[src/rtl/fnb_pkg.sv]
// ============================================================================
// fnb_pkg
// Shared widths, register codes and helper types for the four-neighbor blur.
// ============================================================================
package fnb_pkg;

  localparam int MAX_WIDTH  = 512;
  localparam int MAX_HEIGHT = 512;

  localparam int PIX_W      = 8;
  localparam int DIM_W      = 10;   // width of a configuration register
  localparam int CFG_IDX_W  = 8;
  localparam int COL_W      = $clog2(MAX_WIDTH);
  localparam int WID_W      = $clog2(MAX_WIDTH + 1);
  localparam int ROW_W      = $clog2(MAX_HEIGHT + 1);
  localparam int SUM_W      = PIX_W + 2;
  localparam int AVG_SHIFT  = 2;
  localparam int OUTQ_DEPTH = 3;    // result queue entries; pointers are 2 bits

  localparam logic [DIM_W-1:0] LINE_WIDTH_RST   = DIM_W'(320);
  localparam logic [DIM_W-1:0] FRAME_HEIGHT_RST = DIM_W'(200);

  // Configuration register indexes
  localparam logic [CFG_IDX_W-1:0] REG_LINE_WIDTH   = CFG_IDX_W'(0);
  localparam logic [CFG_IDX_W-1:0] REG_FRAME_HEIGHT = CFG_IDX_W'(1);

  // Per-item control computed from the raster position
  typedef struct packed {
    logic             produce;    // item yields a result (not input row 0)
    logic             zero;       // result lies on the top or bottom row
    logic             frame_end;  // result is the last one of the frame
    logic [COL_W-1:0] col;        // column of this item
    logic [COL_W-1:0] rd_col;     // column of the raw right neighbor
  } item_ctl_t;

  typedef struct packed {
    logic [PIX_W-1:0] pixel;
    logic             frame_end;
  } result_t;

  function automatic logic [WID_W-1:0] clamp_width(input logic [DIM_W-1:0] v);
    logic [WID_W-1:0] r;
    if (v < DIM_W'(2)) begin
      r = WID_W'(2);
    end else if (int'(v) > MAX_WIDTH) begin
      r = WID_W'(MAX_WIDTH);
    end else begin
      r = WID_W'(v);
    end
    return r;
  endfunction

  function automatic logic [ROW_W-1:0] clamp_height(input logic [DIM_W-1:0] v);
    logic [ROW_W-1:0] r;
    if (v < DIM_W'(2)) begin
      r = ROW_W'(2);
    end else if (int'(v) > MAX_HEIGHT) begin
      r = ROW_W'(MAX_HEIGHT);
    end else begin
      r = ROW_W'(v);
    end
    return r;
  endfunction

endpackage

[src/rtl/fnb_outq.sv]
// ============================================================================
// fnb_outq
// Three-entry result queue that decouples the output handshake.
// ============================================================================
module fnb_outq (
  input  logic             clk,
  input  logic             rst,
  input  logic             push,
  input  fnb_pkg::result_t push_data,
  input  logic             inflight,
  output logic             space,
  output logic             out_valid,
  input  logic             out_ready,
  output fnb_pkg::result_t out_data
);

  fnb_pkg::result_t q [fnb_pkg::OUTQ_DEPTH];
  logic [1:0]       head;
  logic [1:0]       tail;
  logic [1:0]       cnt;
  logic             pop;

  function automatic logic [1:0] ptr_inc(input logic [1:0] p);
    return (p == 2'(fnb_pkg::OUTQ_DEPTH - 1)) ? 2'd0 : p + 2'd1;
  endfunction

  assign pop       = out_valid && out_ready;
  assign out_valid = (cnt != 2'd0);
  assign out_data  = q[head];
  // room for the item in the compute stage plus one more
  assign space     = ({1'b0, cnt} + {2'b00, inflight}) <= 3'(fnb_pkg::OUTQ_DEPTH - 1);

  always_ff @(posedge clk) begin
    if (push) begin
      q[tail] <= push_data;
    end
  end

  always_ff @(posedge clk) begin
    if (rst) begin
      head <= '0;
      tail <= '0;
      cnt  <= '0;
    end else begin
      if (push) begin
        tail <= ptr_inc(tail);
      end
      if (pop) begin
        head <= ptr_inc(head);
      end
      cnt <= cnt + 2'(push) - 2'(pop);
    end
  end

endmodule

[config.mk]
export PLATFORM = sky130hd
export DESIGN_NAME = fnb_outq
export DESIGN_NICKNAME = d
export VERILOG_FILES = /design/src/rtl/fnb_pkg.sv /design/src/rtl/fnb_outq.sv
export SDC_FILE = /design/constraint.sdc
export NUM_CORES = 1
export LEC_CHECK = 0
export ABC_CLOCK_PERIOD_IN_PS = 2100
export BUFFER_PORTS_ARGS = -buffer_cell sky130_fd_sc_hd__buf_4
export CAP_MARGIN = 20
export CORE_ASPECT_RATIO = 1.25
export CORE_MARGIN = 1
export CORE_UTILIZATION = 53
export CTS_CLUSTER_SIZE = 10
export DETAILED_ROUTE_END_ITERATION = 10
export GPL_ROUTABILITY_DRIVEN = 0
export HOLD_SLACK_MARGIN = 0.08
export PLACE_DENSITY_LB_ADDON = 0.2
export SYNTH_ARGS = -nofsm -noshare
export SYNTH_HDL_FRONTEND = slang
export SYNTH_SLANG_ARGS = --single-unit
export TNS_END_PERCENT = 30
[constraint.sdc]
create_clock -name clk -period 2.1 [get_ports clk]
set_clock_uncertainty 0.05 [all_clocks]
set_input_delay 0.105 -clock clk [delete_from_list [all_inputs] [get_ports clk]]
set_output_delay 0.105 -clock clk [all_outputs]
set_load 0.02 [all_outputs]
After elaboration in Yosys (flattened, before gate mapping)
Memories as Yosys holds them, arrays and structs flattened. A register that Yosys moved wholly into a read port is not among the register bits.
Index checks and enable logic that the tools add are counted.
{"block": "totals", "register_bits": 6, "ram_bits": 27, "in_bits": 14, "out_inout_bits": 11, "wordCells": 20, "memories": 1}
{"memory": "q", "depth": 3, "word_bits": 9, "rd": 1, "rd_ports_with_merged_regs": 1, "wr": 1, "line_no": "fnb_outq.sv:17", "source": "fnb_pkg::result_t q [fnb_pkg::OUTQ_DEPTH];"}
{"block": "classes", "addsub": 5, "magnitude_cmp": 1, "n_eq_ne": 2, "muxes": 6, "reduce_logical": 2}
{"operator": "two-way mux 2 bit", "n": 4}
{"operator": "adder 2 x 1 -> 2 bit, second input constant", "n": 2}
{"operator": "equality test 2 bit, second input constant", "n": 2}
{"operator": "adder 2 x 1 -> 3 bit", "n": 1}
{"operator": "<= comparator 3 x 2 -> 1 bit, second input constant", "n": 1}
{"operator": "adder 2 x 1 -> 2 bit", "n": 1}
{"operator": "two-way mux 1 bit", "n": 2}
{"operator": "nonzero test 2 bit", "n": 1}
{"operator": "subtractor 2 x 1 -> 2 bit", "n": 1}
{"operator": "logical AND 1 bit", "n": 1}

Logic depth before layout (Yosys ltp)
{"block": "logic_depth", "ltp_word": 4, "mapped_depth": 6, "mapped_depth_nobuf": 6}

Worst setup path before layout
Ideal clock, no wire load.
{"block": "synth_path", "path_type": "register to register", "start": "reg tail[1]", "end": "mem q[0][0] (netlist name), enable pin", "setup_time_ns": 0.391, "arrival_ns": 1.133, "required_ns": 1.659, "slack_ns": 0.525, "stages_incl_launch_ff": 2, "path_buffers": 0, "synth_period_minus_slack_ns": 1.575, "cell_sequence": "dfxtp_1 -> nor3b_1"}
{"element": "start, declared", "line_no": "fnb_outq.sv:19", "source": "logic [1:0] tail;"}
{"element": "start signal, assigned", "line_no": "fnb_outq.sv:46", "source": "tail <= ptr_inc(tail);"}
{"element": "end, declared", "line_no": "fnb_outq.sv:17"}
No word-level cell before the write port.

==> metrics <==
run status=finished clean; DR WL/cell=between 10 and 15 µm; CP Class=flop to output pin; die outline width=~48 µm; vias in the first global route=between 800 and 900; HPWL after DPL=1390 µm; Max Freq=between 500 and 600 MHz; Fin. Hold Viols=0; P_sw=roughly 300 µW; Worst slew margin=63.9%; ys async rst share=0%; layout cells sized above 1=about a quarter; Clk pwr share=24.4%; clk buf depth=2; sequential power share=between 60 and 70%; final worst path period share=81.3%; Worst-path clk slew=0.09 ns; Fin Setup TNS=0 ns; gr usage total=17.8%; number of remaining DRC errors=0; critical-path maximum fanout=9; syn_area_per_cell=13.6 µm²; # clock sinks=35; Nets=163; worst min-delay path class=flop to flop; min Tclk post-route=1.71 ns; top cells by count, synth=edfxtp_1 (27), nand2_1 (13), mux2i_1 (9), o21ai_0 (9), dfxtp_1 (8); post-CTS sizing=0; critical path arrival=approximately 1.6 ns; die height=roughly 59 µm; synthesized instance count=~100; final setup fails=0; hold slack=0.442 ns; internal power=~1000 µW; DRT Pass-1 Iters=4; cts bufs inserted=5; ANT cells=0; pin count of the biggest net entering global routing=19; global route overflow=0; PnR worst setup slack=between 0.3 and 0.4 ns; critical path required time=~2.0 ns; Initial DRC Count=17; first-pass GRT wire length=approximately 3200 µm; synthesis-to-finish area growth=29.0%; DR vias/cell=4.99; dominant synthesized flop cell=edfxtp_1; full die area=approximately 2800 µm²; max-slew violation count=0; Critical Path Start Type=flop; drt total wl=approximately 2200 µm; most common cell in the synthesized netlist=edfxtp_1; antenna violation net count after detailed routing=0; RSZ-0062 raised after global routing=no; pre-CTS setup slack=approximately 0.73 ns; sequential element share of the synthesized area=around 70%; Max-cap violations=0; number of flops mapped to enable cells by yosys=27; #FFs+latches synth=35; Leak Pwr=0.000668 µW; worst slew pin tran=roughly 0.54 ns; Post-Syn Area=1390 µm²; final std cells w/o fill=179; Root Buffer=clkbuf_4; Clock Latency Late Sink=around 0.32 ns; Layout fillers=about 190; top-area cell type share of the netlist area=between 50% and 60%; PortBufs=24; logic gate share of total power=14.2%; initial antenna violation count=0; Top Ports=25; leading area contributor after synthesis=edfxtp_1; PwrDens=roughly 730 nW/µm²; placed cell count=158; via count=roughly 900; Initial Util=approximately 56%; number of H-tree levels=2; Ys Warns=0; count of cell types in the netlist=23; Power, Total=approximately 1300 µW; CTS tree=built; Syn Nets=120; Crit. End Element=output pin; Switching Share=between 20% and 30%; Row Count=20; VDD IR-drop max=0.560 mV; Synth area leaders=edfxtp_1 (59%), dfxtp_1 (12%), mux2i_1 (6.5%), ha_1 (3.6%), nand2_1 (3.5%); Core Footprint=between 2000 and 2500 µm²
-- flip-flops by register name (all words and copies together) (netlist names), named ones only --
register  cells
q            27
cnt           2
head          2
tail          2
-- metal layers --
metal	global-route usage, %	routed length, µm	vias to the layer above
met5	0	0	-
met4	9.52	50	0
met3	6.40	113	5
met2	33.2	1220	23
met1	15.1	824	414
li1	-	-	452
-- cells by family (layout without fill, tap and decap cells) --
kind of cell | count (synthesis) | in the layout | share of synthesized area, %
AO/OA/AOI/OAI | 19 | 19 | 7.59
adder cells (fa/ha/maj) | 4 | 4 | 3.61
multiplexers | 10 | 10 | 7.32
flip-flops | 35 | 35 | 70.1
AND/OR/NAND/NOR | 27 | 27 | 9.03
buffers and inverters | 7 | 51 | 2.35
-- path summary, 6_finish.rpt --
kind | start | endpoint | slack, ns | depth (start not counted)
max | flop | out_data[7] | 0.39 | 3
min | head[0]$_SDFFE_PP0P_ | flop | 0.44 | 2
max reg2reg | tail[1]$_SDFFE_PP0P_ | tail[1]$_SDFFE_PP0P_ | 0.65 | 3
min reg2reg | head[0]$_SDFFE_PP0P_ | flop | 0.44 | 2
-- through the flow --
step	utilization (%)	area (µm²)
detailed placement	65.6	1610
CTS	72.9	1790
global route	72.9	1790
global placement	65.6	1610
floorplan	-	1390
finish	72.9	1790
-- worst max-delay path, cell delays in order (launching register included) --
cell	delay (ns)
dfxtp_1	0.67
mux2i_1	0.28
o21ai_0	0.10
buf_4	0.18
-- cell type report --
cell class	instances	area [µm²]	share of cell area, %
flip-flops and latches	35	971	54.3
multi-input cells	60	382	21.4
repair buffers	40	333	18.6
clock buffers	8	48.8	2.73
well taps	33	41.3	2.31
inverters	3	11.3	0.630
-- cell usage in the layout (no fill, tap or decap) --
cell            n
o21ai_0         9
nor2b_1         1
dfxtp_1         8
nand2_1        13
clkbuf_1        3
buf_4          27
clkbuf_4        5
a31o_2          1
o21ai_1         1
nor2_1          6
o21ai_2         1
nor3b_1         1
mux2_2          1
ha_1            4
nand2b_1        3
or3_1           1
or3b_1          1
or2_2           1
inv_1           3
dlygate4sd3_1  13
a21o_1          1
a21oi_1         6
mux2i_1         9
edfxtp_1       27
-- power by group through the flow --
stage                     sequential, µW  combinational, µW  clock (µW)
after floorplan                      804               99.2           0
after global placement               813                160           0
after detailed placement             814                166           0
after CTS                            798                186         332
after global routing                 802                202         357
final                                799                185         318
-- timing repair --
item | in CTS | in global routing
setup buffers | 0 | 0
hold buffers | 13 | 0
hold endpoints to repair | 34 | 0
Power figures use the tool's default switching activity.
