**config.mk**
```make
export PLATFORM = sky130hd
export DESIGN_NAME = fnb_ctrl
export DESIGN_NICKNAME = d
export VERILOG_FILES = /design/src/rtl/fnb_pkg.sv /design/src/rtl/fnb_ctrl.sv
export SDC_FILE = /design/constraint.sdc
export NUM_CORES = 1
export LEC_CHECK = 0
export ABC_AREA = 0
export BUFFER_PORTS_ARGS = -buffer_cell sky130_fd_sc_hd__buf_2
export CAP_MARGIN = 40
export CORE_MARGIN = 2
export CORE_UTILIZATION = 45
export DETAILED_ROUTE_END_ITERATION = 8
export MAX_ROUTING_LAYER = met4
export PLACE_DENSITY = 0.79
export SYNTH_ARGS = -nofsm -noshare
export SYNTH_HDL_FRONTEND = slang
export SYNTH_SLANG_ARGS = --single-unit
```
**constraint.sdc**
```tcl
create_clock -name clk -period 3.75 [get_ports clk]
set_input_delay 0.1875 -clock clk [delete_from_list [all_inputs] [get_ports clk]]
set_output_delay 0.1875 -clock clk [all_outputs]
set_load 0.005 [all_outputs]
```
**src/rtl/fnb_pkg.sv**
```systemverilog
// ============================================================================
// fnb_pkg
// Shared widths, register codes and helper types for the four-neighbor blur.
// ============================================================================
package fnb_pkg;

  localparam int MAX_WIDTH  = 512;
  localparam int MAX_HEIGHT = 512;

  localparam int PIX_W      = 8;
  localparam int DIM_W      = 10;   // width of a configuration register
  localparam int CFG_IDX_W  = 8;
  localparam int COL_W      = $clog2(MAX_WIDTH);
  localparam int WID_W      = $clog2(MAX_WIDTH + 1);
  localparam int ROW_W      = $clog2(MAX_HEIGHT + 1);
  localparam int SUM_W      = PIX_W + 2;
  localparam int AVG_SHIFT  = 2;
  localparam int OUTQ_DEPTH = 3;    // result queue entries; pointers are 2 bits

  localparam logic [DIM_W-1:0] LINE_WIDTH_RST   = DIM_W'(320);
  localparam logic [DIM_W-1:0] FRAME_HEIGHT_RST = DIM_W'(200);

  // Configuration register indexes
  localparam logic [CFG_IDX_W-1:0] REG_LINE_WIDTH   = CFG_IDX_W'(0);
  localparam logic [CFG_IDX_W-1:0] REG_FRAME_HEIGHT = CFG_IDX_W'(1);

  // Per-item control computed from the raster position
  typedef struct packed {
    logic             produce;    // item yields a result (not input row 0)
    logic             zero;       // result lies on the top or bottom row
    logic             frame_end;  // result is the last one of the frame
    logic [COL_W-1:0] col;        // column of this item
    logic [COL_W-1:0] rd_col;     // column of the raw right neighbor
  } item_ctl_t;

  typedef struct packed {
    logic [PIX_W-1:0] pixel;
    logic             frame_end;
  } result_t;

  function automatic logic [WID_W-1:0] clamp_width(input logic [DIM_W-1:0] v);
    logic [WID_W-1:0] r;
    if (v < DIM_W'(2)) begin
      r = WID_W'(2);
    end else if (int'(v) > MAX_WIDTH) begin
      r = WID_W'(MAX_WIDTH);
    end else begin
      r = WID_W'(v);
    end
    return r;
  endfunction

  function automatic logic [ROW_W-1:0] clamp_height(input logic [DIM_W-1:0] v);
    logic [ROW_W-1:0] r;
    if (v < DIM_W'(2)) begin
      r = ROW_W'(2);
    end else if (int'(v) > MAX_HEIGHT) begin
      r = ROW_W'(MAX_HEIGHT);
    end else begin
      r = ROW_W'(v);
    end
    return r;
  endfunction

endpackage

```
**src/rtl/fnb_ctrl.sv**
```systemverilog
// ============================================================================
// fnb_ctrl
// Configuration registers and raster position tracking.
// ============================================================================
module fnb_ctrl (
  input  logic                          clk,
  input  logic                          rst,
  input  logic                          cfg_we,
  input  logic [fnb_pkg::CFG_IDX_W-1:0] cfg_idx,
  input  logic [fnb_pkg::DIM_W-1:0]     cfg_data,
  input  logic                          accept,
  output fnb_pkg::item_ctl_t            ctl
);

  logic [fnb_pkg::DIM_W-1:0] line_width;
  logic [fnb_pkg::DIM_W-1:0] frame_height;
  logic [fnb_pkg::COL_W-1:0] col;
  logic [fnb_pkg::ROW_W-1:0] row;

  logic [fnb_pkg::WID_W-1:0] w_eff;
  logic [fnb_pkg::ROW_W-1:0] h_eff;
  logic                      last_col;
  logic                      last_row;

  assign w_eff    = fnb_pkg::clamp_width(line_width);
  assign h_eff    = fnb_pkg::clamp_height(frame_height);
  assign last_col = (fnb_pkg::WID_W'(col) == w_eff - fnb_pkg::WID_W'(1));
  assign last_row = (row == h_eff);

  always_comb begin
    ctl.produce   = (row != '0);
    ctl.zero      = (row == fnb_pkg::ROW_W'(1)) || last_row;
    ctl.frame_end = last_row && last_col;
    ctl.col       = col;
    ctl.rd_col    = last_col ? '0 : col + fnb_pkg::COL_W'(1);
  end

  always_ff @(posedge clk) begin
    if (rst) begin
      line_width   <= fnb_pkg::LINE_WIDTH_RST;
      frame_height <= fnb_pkg::FRAME_HEIGHT_RST;
      col          <= '0;
      row          <= '0;
    end else if (cfg_we) begin
      // a write to either configuration register restarts the frame
      if (cfg_idx == fnb_pkg::REG_LINE_WIDTH) begin
        line_width <= cfg_data;
        col        <= '0;
        row        <= '0;
      end else if (cfg_idx == fnb_pkg::REG_FRAME_HEIGHT) begin
        frame_height <= cfg_data;
        col          <= '0;
        row          <= '0;
      end
    end else if (accept) begin
      if (last_col) begin
        col <= '0;
        row <= last_row ? '0 : row + fnb_pkg::ROW_W'(1);
      end else begin
        col <= col + fnb_pkg::COL_W'(1);
      end
    end
  end

endmodule

```
== Word-level counts from Yosys, hierarchy flattened ==
Cells that the tools add are included.
Storage, ports and cells
  register bits after elaboration: 39
  output and inout bits: 21
  logic and storage cells: 42
Operators by class
  add/sub/neg operators: 3
  order comparisons: 4
  equal/unequal tests: 5
  muxes and demuxes: 15
  bitwise operators: 1
  reduce and logical (&&, ||, !) cells: 10
Operator list (number)
  10-bit 2-to-1 mux: 10
  9-bit 2-to-1 mux: 5
  10-bit greater-than comparator, second input constant: 2
  10-bit by 2-bit < comparator with 1-bit output, second input constant: 2
  10-bit by 1-bit adder with 10-bit output, second input constant: 1
  10-bit by 1-bit equality test with 1-bit output, second input constant: 1
  10-bit equality test: 1
  9-bit by 10-bit equality test with 1-bit output: 1
  10-bit nonzero test: 1
  10-bit by 1-bit subtractor with 10-bit output, second input constant: 1
  9-bit by 1-bit adder with 9-bit output, second input constant: 1
  8-bit by 1-bit equality test with 1-bit output, second input constant: 1
  8-bit zero test: 1
  3-bit AND reduction: 2
  2-bit AND reduction: 2
  2-bit nonzero test: 2
  3-bit by 1-bit inequality test with 1-bit output, second input constant: 1
  1-bit logical AND: 1
  1-bit logical OR: 1
  1-bit inverter: 1

== Logic depth before layout (Yosys ltp) ==
Gate-level depths: netlist of the first run.
  depth in word-level cells: 8
  mapped depth: 13
  depth with buffers taken out: 11

== Least setup slack after synthesis of the first run ==
Ideal clock, no wire load.
  path kind: reg2reg
  start: register line_width[5] (netlist name)
  end: register col[1] (netlist name)
  setup time: 0.117 ns
  arrival: 3.862 ns
  required time: 3.633 ns
  slack: -0.229 ns
  stages on the path, launching flop included: 13
  buffers on the path: 2
  clock period less this slack: 3.979 ns
  cell sequence: dfxtp_1 or4_1 clkbuf_2 o211ai_1 ha_1 or4b_4 o311a_1 or4_1 a211oi_1 or4b_1 buf_6 and2_4 a22o_1
RTL lines
  start, declared: line fnb_ctrl.sv:15  | logic [fnb_pkg::DIM_W-1:0] line_width;
  start signal, assigned: line fnb_ctrl.sv:40  | line_width <= fnb_pkg::LINE_WIDTH_RST;
  start signal, assigned: line fnb_ctrl.sv:47  | line_width <= cfg_data;
  end signal, assigned: line fnb_ctrl.sv:60  | col <= col + fnb_pkg::COL_W'(1);
  end, declared: line fnb_ctrl.sv:17  | logic [fnb_pkg::COL_W-1:0] col;

==> run_results.csv, run 1 <==
group,metric,value,unit
run,maxCapViolCount,0,
cells_and_area,final_common_cell,"dfxtp_1",
timing,final_max_slew_viol_count,0,
cells_and_area,final_nets,411,
clocking,cts_made_buffers,5,
pwr,switching_share,23.4,%
placement,io_buffer_count,42,
timing,relSlewSlack,57.5,%
cells_and_area,syn_to_final_growth,24.9,%
detailed_routing,wl_per_cell,15.7,µm
pwr,p_sw,0.000193,W
pwr,intPower,0.000633,W
status,outcome,"finished with violations",
grt,grt-ovfl-total,0,
yosys,seq_area_frac_synth,29.9,%
die,core,5540,µm²
yosys,synth_area_per_cell,7.95,µm²
die,chipHeight,80.1,µm
clocking,htreeDepth,2,
clocking,clk_latency,0.31,ns
hold_path,min_from,"cfg_data[7]",
cells_and_area,instances_no_fill,457,
setup_path,cp_slowest_cell,"or4_4",
pwr,pwr-share-clk,43.8,%
placement,dp_hpwl,5040,µm
clocking,cts_tree,"yes",
yosys,ys_ff_latch,39,
grt,grt_usage,22.7,%
timing,skew,0.00865,ns
cells_and_area,antennaDiodeCount,0,
setup_path,path_cells,"or4_4 > o211ai_1 > ha_2 > or4b_4 > o311a_1 > or4_4 > a211oi_4 > or4b_4 > and2_4 > buf_6",
setup_path,crit_fanout,5,
setup_path,critical_path_class,"flop to output port",
placement,routabilityCongestion,0.858,
yosys,synth_top_flop_cell,"dfxtp_1",
timing,setup_viol,25,
pwr,seqPwrFrac,50.5,%
pwr,comb_power_share,5.7,%
detailed_routing,antenna_left,0,
cells_and_area,fillers,511,
timing,period_minus_slack,4.17,ns
pwr,p_leak,1.40,nW
setup_path,critical-path-top-delay-family,"simple AND/OR/NAND/NOR gates",
grt,grt_pass1_wl,11300,µm
detailed_routing,firstDrtPassIters,5,
cells_and_area,drive_gt1_share,27.8,%
setup_path,r2r-end,"col[1]",
yosys,synthDistinctLibCells,48,
yosys,async_flop_share,0,%
timing,hold-worst-slack,0.122,ns
grt,grt_max_degree,26,
detailed_routing,drt_iter0_drc,220,
pwr,irDropWorstVdd,0.243,mV
grt,antenna_found_initial,0,
timing,layout_setup_ws,-0.421,ns
hold_path,hp-class,"primary input to flop",
yosys,synth-edff-count,0,
detailed_routing,drt_wl_total,7190,µm
grt,first_global_vias,2398,
yosys,synth_warnings,0,
die,start_util,47.1,%
die,die_w,80.1,µm
hold_path,hold_path_depth,3,
placement,dp_cells,443,
setup_path,arrival,3.98,ns
cells_and_area,final_cell_mix,"dfxtp_1, nor2_1, buf_2",
timing,rsz0062_at_grt,"yes",
clocking,clk_pin_slew,0.09,ns
pwr,power_density,254,nW/µm²
setup_path,r2r_cells,10,
clocking,cts_root_buffer,"clkbuf_8",
die,die_area,6420,µm²
yosys,yosys.area.top_type,"dfxtp_1",
timing,final-hold-violation-count,0,
yosys,syn_nets,355,
die,ios,43,
setup_path,path_buf_inv,1,
setup_path,end_kind,"output port",
yosys,synth_cells,328,
detailed_routing,route.vias.total,2724,
yosys,synth_top_area_share,29.9,%
setup_path,critical_path.max_stage_delay,0.53,ns
yosys,synthTopCellsByArea,"dfxtp_1, mux2i_1, nor2_1, nand3_1, nand2_1",
setup_path,r2r_slack,-0.11,ns
detailed_routing,drc,0,
timing,max_freq,240,MHz
setup_path,regToRegStartpoint,"line_width[5]",
clocking,cts_hold_buf,0,
timing,fin_crit_sh,111,%
timing,worst_pin_slew,0.636,ns
die,fp-row-count,27,
yosys,netlist_area,2610,µm²
setup_path,cp-start-kind,"flop",
detailed_routing,vias_per_cell,5.96,
setup_path,cp_data_required_time,3.56,ns
hold_path,hold_end,"frame_height[7]",
clocking,clockBufferDepth,2,
status,violations,"negative setup slack",
clocking,clkSinkCount,39,
[layer usage]
| metal | vias to the layer above | routed length [µm] | global-route usage (%) |
|---|---|---|---|
| met5 | - | 0 | - |
| met4 | 0 | 110 | 7.80 |
| met3 | 13 | 455 | 3.82 |
| met2 | 116 | 3340 | 34.1 |
| met1 | 1277 | 3280 | 31.0 |
| li1 | 1318 | - | - |
[power groups by stage]
stage	sequential (W)	clock [W]	combinational [W]
CTS	0.000418	0.000362	0.0000443
detailed placement	0.000428	0	0.0000439
global route	0.000418	0.000384	0.0000506
floorplan	0.000427	0	0.0000205
finish	0.000418	0.000362	0.0000469
global placement	0.000427	0	0.0000426
[worst register-to-register path, stage by stage, from the launching register on]
cell and delay, ns:
dfxtp_2 0.32, or4_4 0.53, o211ai_1 0.26, ha_2 0.23, or4b_4 0.47, o311a_1 0.33, or4_4 0.44, a211oi_4 0.27
or4b_4 0.53, and2_4 0.19, a22o_1 0.19
[logic make-up after synthesis]
group                      count (synthesis)  synth area share, %
AOI/OAI and AO/OA                         55                 15.2
adders and majority gates                  5                 2.40
buffers and inverters                     30                 4.99
and+or+nand+nor                          161                 33.6
muxes                                     24                 9.21
xor gates and xnor gates                  14                 4.70
DFF                                       39                 29.9
[cell usage after synthesis, drive strengths merged, types with 8 or more instances]
cell type	instances
dfxtp	39
o21ai	10
mux2i	24
and2	10
clkbuf	16
nor2	35
inv	9
or4	8
xnor2	8
a22o	10
nand2	24
nand4	14
a21oi	8
nor3	10
nand3	22
[flip-flops by register name, summed over array words and instances (netlist names)]
name	cells
col	9
frame_height	10
line_width	10
row	10
[timing repair]
item / 4_1_cts / 5_1_grt
gates resized for setup: 4 / 15
pin swaps: 5 / 3
setup buffers: 2 / 3
gates cloned: 0 / 1
endpoints found under the setup margin: 19 / 28
[area by class of cell]
| cell class | instances | area (µm²) | area share (%) |
|---|---|---|---|
| repair buffers | 68 | 455 | 14.0 |
| multi-input cells | 260 | 1780 | 54.7 |
| clock inverters | 3 | 43.8 | 1.34 |
| inverters | 10 | 37.5 | 1.15 |
| flip-flops and latches | 39 | 782 | 24.0 |
| well taps | 72 | 90.1 | 2.76 |
| clock buffers | 5 | 68.8 | 2.11 |
[per-stage QoR]
step	setup slack, ns	setup TNS [ns]	power [W]	util (%)	cell area [µm²]
finish	-0.421	-4.67	0.000826	58.8	3260
floorplan	-0.161	-1.38	0.000447	-	2640
detailed placement	-0.127	-1.61	0.000471	54.1	3000
global route	-0.519	-7.64	0.000852	58.8	3260
CTS	-0.333	-2.89	0.000824	56.7	3140
global placement	-0.0555	-0.440	0.000470	54.0	2990
[worst max path at each step]
stage	start	cells past startpoint	to
2_1_floorplan	line_width[5]	12	col[1]
3_3_place_gp	line_width[5]	10	ctl[7]
3_5_place_dp	line_width[5]	10	col[1]
4_1_cts	line_width[1]	10	ctl[1]
5_1_grt	line_width[5]	10	ctl[7]
6_report	line_width[5]	10	ctl[7]
Note: power is estimated with default switching activity, not from simulation.
==> run 2, diff against run 1 <==
Settings changed: PLACE_DENSITY 0.79 to 0.68.
==> run 2 against run 1 <==
The flow still finishes with violations (negative setup slack). Sequential share of layout area down 0.50 points. Cell count up 3.1%. Largest cell class unchanged. Count of clock-buffer cells in the layout up 2. Critical endpoint is now ctl[1]. Setup slack better by 0.060 ns. Power down 9.2%. Clock power down 21%. Register-to-register slack about the same. Combinational power down 1%. Worst hold slack better by 0.0076 ns. Non-clock buffer count up 15.
==> run_results.csv, run 2 (same netlist as run 1, synthesis figures left out) <==
group,metric,value,unit
status,outcome,"finished with violations",
status,violations,"negative setup slack",
cells_and_area,top_regs,"frame_height: 10 flops, line_width: 10 flops, row: 10 flops",
timing,fin_crit_sh,110,%
cells_and_area,fillers,509,
setup_path,startpoint,"line_width[5]",
setup_path,r2r_cells,25,
setup_path,r2r_slack,-0.12,ns
placement,dp_hpwl,5050,µm
placement,io_buffer_count,42,
detailed_routing,drt_iter0_drc,213,
timing,period_minus_slack,4.11,ns
setup_path,end_kind,"output port",
pwr,p_sw,0.000185,W
detailed_routing,firstDrtPassIters,5,
pwr,switching_share,24.6,%
grt,grt_max_degree,26,
clocking,clockBufferDepth,2,
setup_path,cp_slowest_cell,"or4_4",
run,maxCapViolCount,0,
pwr,p_leak,1.47,nW
clocking,cts_root_buffer,"clkbuf_8",
cells_and_area,antennaDiodeCount,0,
setup_path,critical-path-top-delay-family,"simple AND/OR/NAND/NOR gates",
timing,final-hold-violation-count,0,
detailed_routing,wl_per_cell,15.8,µm
die,ios,43,
hold_path,hold_end,"frame_height[7]",
setup_path,critical_path.max_stage_delay,0.53,ns
setup_path,r2r-end,"row[7]",
pwr,power_density,225,nW/µm²
placement,placed_area,3000,µm²
clocking,clkSinkCount,39,
grt,antenna_found_initial,0,
pwr,comb_power_share,6.2,%
clocking,clk_latency,0.30,ns
cells_and_area,syn_to_final_growth,27.6,%
timing,max_freq,243,MHz
hold_path,min_from,"cfg_data[7]",
die,core,5540,µm²
die,die_area,6420,µm²
setup_path,cp_data_required_time,3.56,ns
cells_and_area,final_cell_mix,"buf_4, dfxtp_1, buf_2",
cells_and_area,final_common_cell,"buf_4",
timing,timing.setup.tns,-4.21,ns
pwr,seqPwrFrac,55.7,%
grt,grt-ovfl-total,0,
clocking,cts_tree,"yes",
pwr,pwr-share-clk,38.1,%
hold_path,hp-class,"primary input to flop",
placement,dp_cells,443,
timing,rsz0062_at_grt,"yes",
grt,grt_pass1_wl,12200,µm
setup_path,regToRegStartpoint,"line_width[5]",
setup_path,path_cells,"or4_4 > o211ai_1 > ha_2 > or4b_4 > o311a_1 > or4_4 > a211oi_1 > or4b_1 > buf_6 > and2_4 > buf_6",
die,die_w,80.1,µm
timing,hold-worst-slack,0.130,ns
placement,pre_cts_ws,-0.0288,ns
detailed_routing,drc,0,
timing,relSlewSlack,60.1,%
cells_and_area,drive_gt1_share,29.6,%
detailed_routing,drt_wl_total,7450,µm
detailed_routing,antenna_left,0,
setup_path,cp-start-kind,"flop",
grt,grt_usage,24.9,%
die,chipHeight,80.1,µm
clocking,cts_made_buffers,5,
clocking,clk_pin_slew,0.08,ns
cells_and_area,instances_no_fill,471,
setup_path,critical_path_class,"flop to output port",
timing,final_max_slew_viol_count,0,
setup_path,crit_fanout,9,
timing,worst_pin_slew,0.597,ns
pwr,intPower,0.000566,W
pwr,irDropWorstVdd,0.187,mV
timing,skew,0.00537,ns
cells_and_area,fin_area,3330,µm²
timing,layout_setup_ws,-0.361,ns
die,fp-row-count,27,
die,start_util,47.1,%
setup_path,arrival,3.92,ns
clocking,htreeDepth,2,
grt,first_global_vias,2503,
timing,setup_viol,28,
hold_path,hold_path_depth,3,
detailed_routing,vias_per_cell,5.83,
placement,routabilityCongestion,0.887,
detailed_routing,route.vias.total,2745,
setup_path,path_buf_inv,2,
cells_and_area,final_nets,425,
-- run 2: cell types whose count changed in the layout (fill, tap and decap cells not counted), moves of 2 or more --
cell and change:
buf_4 +13, clkbuf_1 +2, o311ai_0 -3, o311ai_1 +3, or4b_4 -2
-- run 2: metrics by stage --
step | util, % | power, W
6_report | 60.1 | 0.000751
5_1_grt | 60.1 | 0.000777
4_1_cts | 59.9 | 0.000755
3_5_place_dp | 54.1 | 0.000470
3_3_place_gp | 54.0 | 0.000470
2_1_floorplan | - | 0.000447
-- run 2: how the worst max path moves through the flow --
stage	endpoint	slack, ns	cells past startpoint
finish	ctl[1]	-0.36	11
global route	ctl[7]	-0.49	11
CTS	ctl[7]	-0.33	11
detailed placement	col[1]	-0.03	11
global placement	ctl[7]	0.03	11
floorplan	col[1]	-0.16	12
-- run 2: final cells by class --
| cell class | count | area (µm²) | share of cell area [%] |
|---|---|---|---|
| Timing Repair Buffer | 83 | 569 | 17.1 |
| Multi-Input combinational cell | 259 | 1770 | 53.1 |
| Clock buffer | 7 | 76.3 | 2.29 |
| Inverter | 10 | 37.5 | 1.13 |
| Clock inverter | 1 | 5.00 | 0.150 |
| Sequential cell | 39 | 782 | 23.5 |
| Tap cell | 72 | 90.1 | 2.71 |
-- run 2: worst register-to-register path: cells and delay by family (launching register included) --
family / cells / cell delay, ns
simple gates: 4 / 1.00
compound gates: 2 / 0.33
xor+xnor: 1 / 0.11
buf+inv: 18 / 2.04
flops: 1 / 0.33
-- run 2: metal layers --
| layer | vias to the layer above | global-route usage [%] | share of wire [%] |
|---|---|---|---|
| li1 | 1344 | - | - |
| met1 | 1281 | 31.7 | 45 |
| met2 | 101 | 39.6 | 46 |
| met3 | 19 | 4.72 | 6.0 |
| met4 | 0 | 8.81 | 2.4 |
| met5 | - | - | 0 |
-- run 2: repair_timing --
item                                    4_1_cts  5_1_grt
endpoints found under the setup margin       16       29
setup buffers                                20        1
pin swaps                                    12        2
resized for setup                            20        2
hold buffers                                  0        0
-- run 2: power by group through the flow --
stage,Sequential [W],Clock [W],Combinational (W)
detailed placement,0.000427,0,0.0000422
floorplan,0.000427,0,0.0000205
global route,0.000419,0.000308,0.0000503
CTS,0.000418,0.000291,0.0000453
global placement,0.000427,0,0.0000423
finish,0.000418,0.000286,0.0000464
==> run 3, diff against run 2 <==
Settings changed: CORE_ASPECT_RATIO from default to 0.75.
==> run 3 against run 2 <==
The flow still finishes with violations (negative setup slack). Clock skew increased by 0.0036 ns. Cell count increased by 0.85%. First-iteration DRC count increased by 15%. Combinational power increased by 8.6%. Sequential power about the same. Critical path depth decreased by 1. Count of clock-buffer cells in the layout unchanged. Design area increased by 3.2%. Power decreased by 1.0%. Sequential share of layout area decreased by 0.73 points. Clock power decreased by 4%. Via count increased by 1.5%. Critical path type unchanged.
==> run_results.csv, run 3 (same netlist as run 1, synthesis figures left out) <==
group,metric,value,unit
clocking,clk_latency,0.29,ns
pwr,power_density,216,nW/µm²
setup_path,end_kind,"output port",
cells_and_area,fillers,499,
timing,period_minus_slack,4.13,ns
die,chipHeight,69.9,µm
grt,first_global_vias,2446,
cells_and_area,antennaDiodeCount,0,
timing,rsz0062_at_grt,"yes",
detailed_routing,drt_wl_total,7670,µm
timing,hold-worst-slack,0.144,ns
die,core,5470,µm²
status,outcome,"finished with violations",
clocking,clockBufferDepth,2,
setup_path,critical_path.max_stage_delay,0.54,ns
setup_path,r2r-end,"col[1]",
timing,setup_viol,26,
hold_path,hp-class,"primary input to flop",
run,maxCapViolCount,0,
timing,fin_crit_sh,110,%
timing,final_max_slew_viol_count,0,
detailed_routing,firstDrtPassIters,5,
timing,layout_setup_ws,-0.384,ns
detailed_routing,antenna_left,0,
pwr,p_leak,1.51,nW
placement,dp_hpwl,5270,µm
cells_and_area,final_common_cell,"dfxtp_1",
grt,grt-ovfl-total,0,
detailed_routing,drt_iter0_drc,246,
detailed_routing,highest_layer,"met4",
setup_path,arrival,3.95,ns
pwr,seqPwrFrac,56.3,%
timing,skew,0.00900,ns
setup_path,startpoint,"line_width[5]",
status,violations,"negative setup slack",
pwr,power,0.000743,W
cells_and_area,final_nets,426,
pwr,p_sw,0.000175,W
grt,grt_pass1_wl,12300,µm
clocking,clk_pin_slew,0.07,ns
grt,grt_usage,24.3,%
detailed_routing,wl_met1,3680,µm
die,start_util,47.7,%
clocking,cts_root_buffer,"clkbuf_8",
setup_path,path_cells,"or4_4 > o211ai_1 > ha_2 > or4b_4 > o311a_1 > or4_4 > a211oi_4 > or4b_4 > and2_4 > buf_6",
timing,final-hold-violation-count,0,
setup_path,cp_slowest_cell,"or4b_4",
setup_path,regToRegStartpoint,"line_width[5]",
setup_path,critical_path_class,"flop to output port",
placement,io_buffer_count,42,
setup_path,crit_end,"ctl[1]",
pwr,irDropWorstVdd,0.178,mV
clocking,cts_made_buffers,5,
die,fp-row-count,23,
grt,antenna_found_initial,0,
hold_path,min_from,"cfg_data[6]",
setup_path,cp-start-kind,"flop",
detailed_routing,wl_met3,501,µm
pwr,pwr-share-clk,36.9,%
die,ios,43,
cells_and_area,drive_gt1_share,31.5,%
die,die_w,91.9,µm
placement,routabilityCongestion,0.953,
pwr,switching_share,23.5,%
cells_and_area,syn_to_final_growth,31.7,%
pwr,comb_power_share,6.8,%
setup_path,crit_fanout,5,
detailed_routing,wl_met2,3340,µm
detailed_routing,vias_per_cell,5.87,
die,die_area,6430,µm²
clocking,clkSinkCount,39,
setup_path,r2r_slack,-0.18,ns
cells_and_area,top_regs,"frame_height: 10 flops, line_width: 10 flops, row: 10 flops",
pwr,intPower,0.000568,W
setup_path,r2r_cells,11,
clocking,htreeDepth,2,
detailed_routing,wl_per_cell,16.1,µm
grt,grt_max_degree,26,
clocking,cts_hold_buf,0,
timing,relSlewSlack,57.3,%
cells_and_area,final_cell_mix,"dfxtp_1, nor2_1, buf_2",
timing,worst_pin_slew,0.638,ns
detailed_routing,drc,0,
clocking,cts_tree,"yes",
timing,max_freq,242,MHz
setup_path,cp_data_required_time,3.56,ns
detailed_routing,route.vias.total,2786,
run 3: worst min path at each step:
| stage | endpoint | slack, ns | cells after the start |
|---|---|---|---|
| floorplan | frame_height[3] | 0.31 | 2 |
| global placement | frame_height[0] | 0.43 | 3 |
| detailed placement | frame_height[6] | 0.44 | 3 |
| CTS | frame_height[6] | 0.14 | 3 |
| global route | frame_height[7] | 0.15 | 3 |
| finish | frame_height[6] | 0.14 | 3 |
run 3: what timing repair did:
action,CTS,global route
cloned,1,0
gates resized for setup,25,17
endpoints found under the setup margin,18,29
pin swaps,4,9
buffers inserted,19,3
run 3: stage by stage:
step	setup TNS, ns	utilization, %	instances	cell area [µm²]	setup WS (ns)
after floorplan	-1.38	-	328	2640	-0.161
after global placement	-0.607	54.8	445	3000	-0.0631
after detailed placement	-2.87	54.9	446	3000	-0.198
after CTS	-2.74	61.4	474	3360	-0.300
after global routing	-8.42	62.8	475	3440	-0.513
final	-4.47	62.8	475	3440	-0.384
run 3: power by group through the flow:
stage	logic [W]	clock network, W	registers [W]
after floorplan	0.0000205	0	0.000427
after global placement	0.0000430	0	0.000428
after detailed placement	0.0000430	0	0.000427
after CTS	0.0000481	0.000279	0.000418
after global routing	0.0000546	0.000296	0.000418
final	0.0000504	0.000274	0.000418
run 3: layout make-up:
cell class / count / area, µm² / share of cell area, %
Timing Repair Buffer: 83 / 606 / 17.6
Inverter: 10 / 37.5 / 1.09
Sequential cell: 39 / 782 / 22.8
Multi-Input combinational cell: 260 / 1840 / 53.4
Clock inverter: 1 / 5.00 / 0.146
Clock buffer: 7 / 76.3 / 2.22
Tap cell: 75 / 93.8 / 2.73
run 3: per-layer routing:
layer | vias to the layer above | GRT usage (%)
met1 | 1307 | 35.0
met3 | 15 | 3.99
met2 | 113 | 35.2
met5 | - | -
met4 | 0 | 6.63
li1 | 1351 | -
run 3: critical path: cells and delay by family, from the launching register on:
kind / cells / cell delay (ns)
buffers and inverters: 1 / 0.11
DFF: 1 / 0.32
adders and majority gates: 1 / 0.24
and+or+nand+nor: 5 / 2.17
AOI/OAI and AO/OA: 3 / 0.83
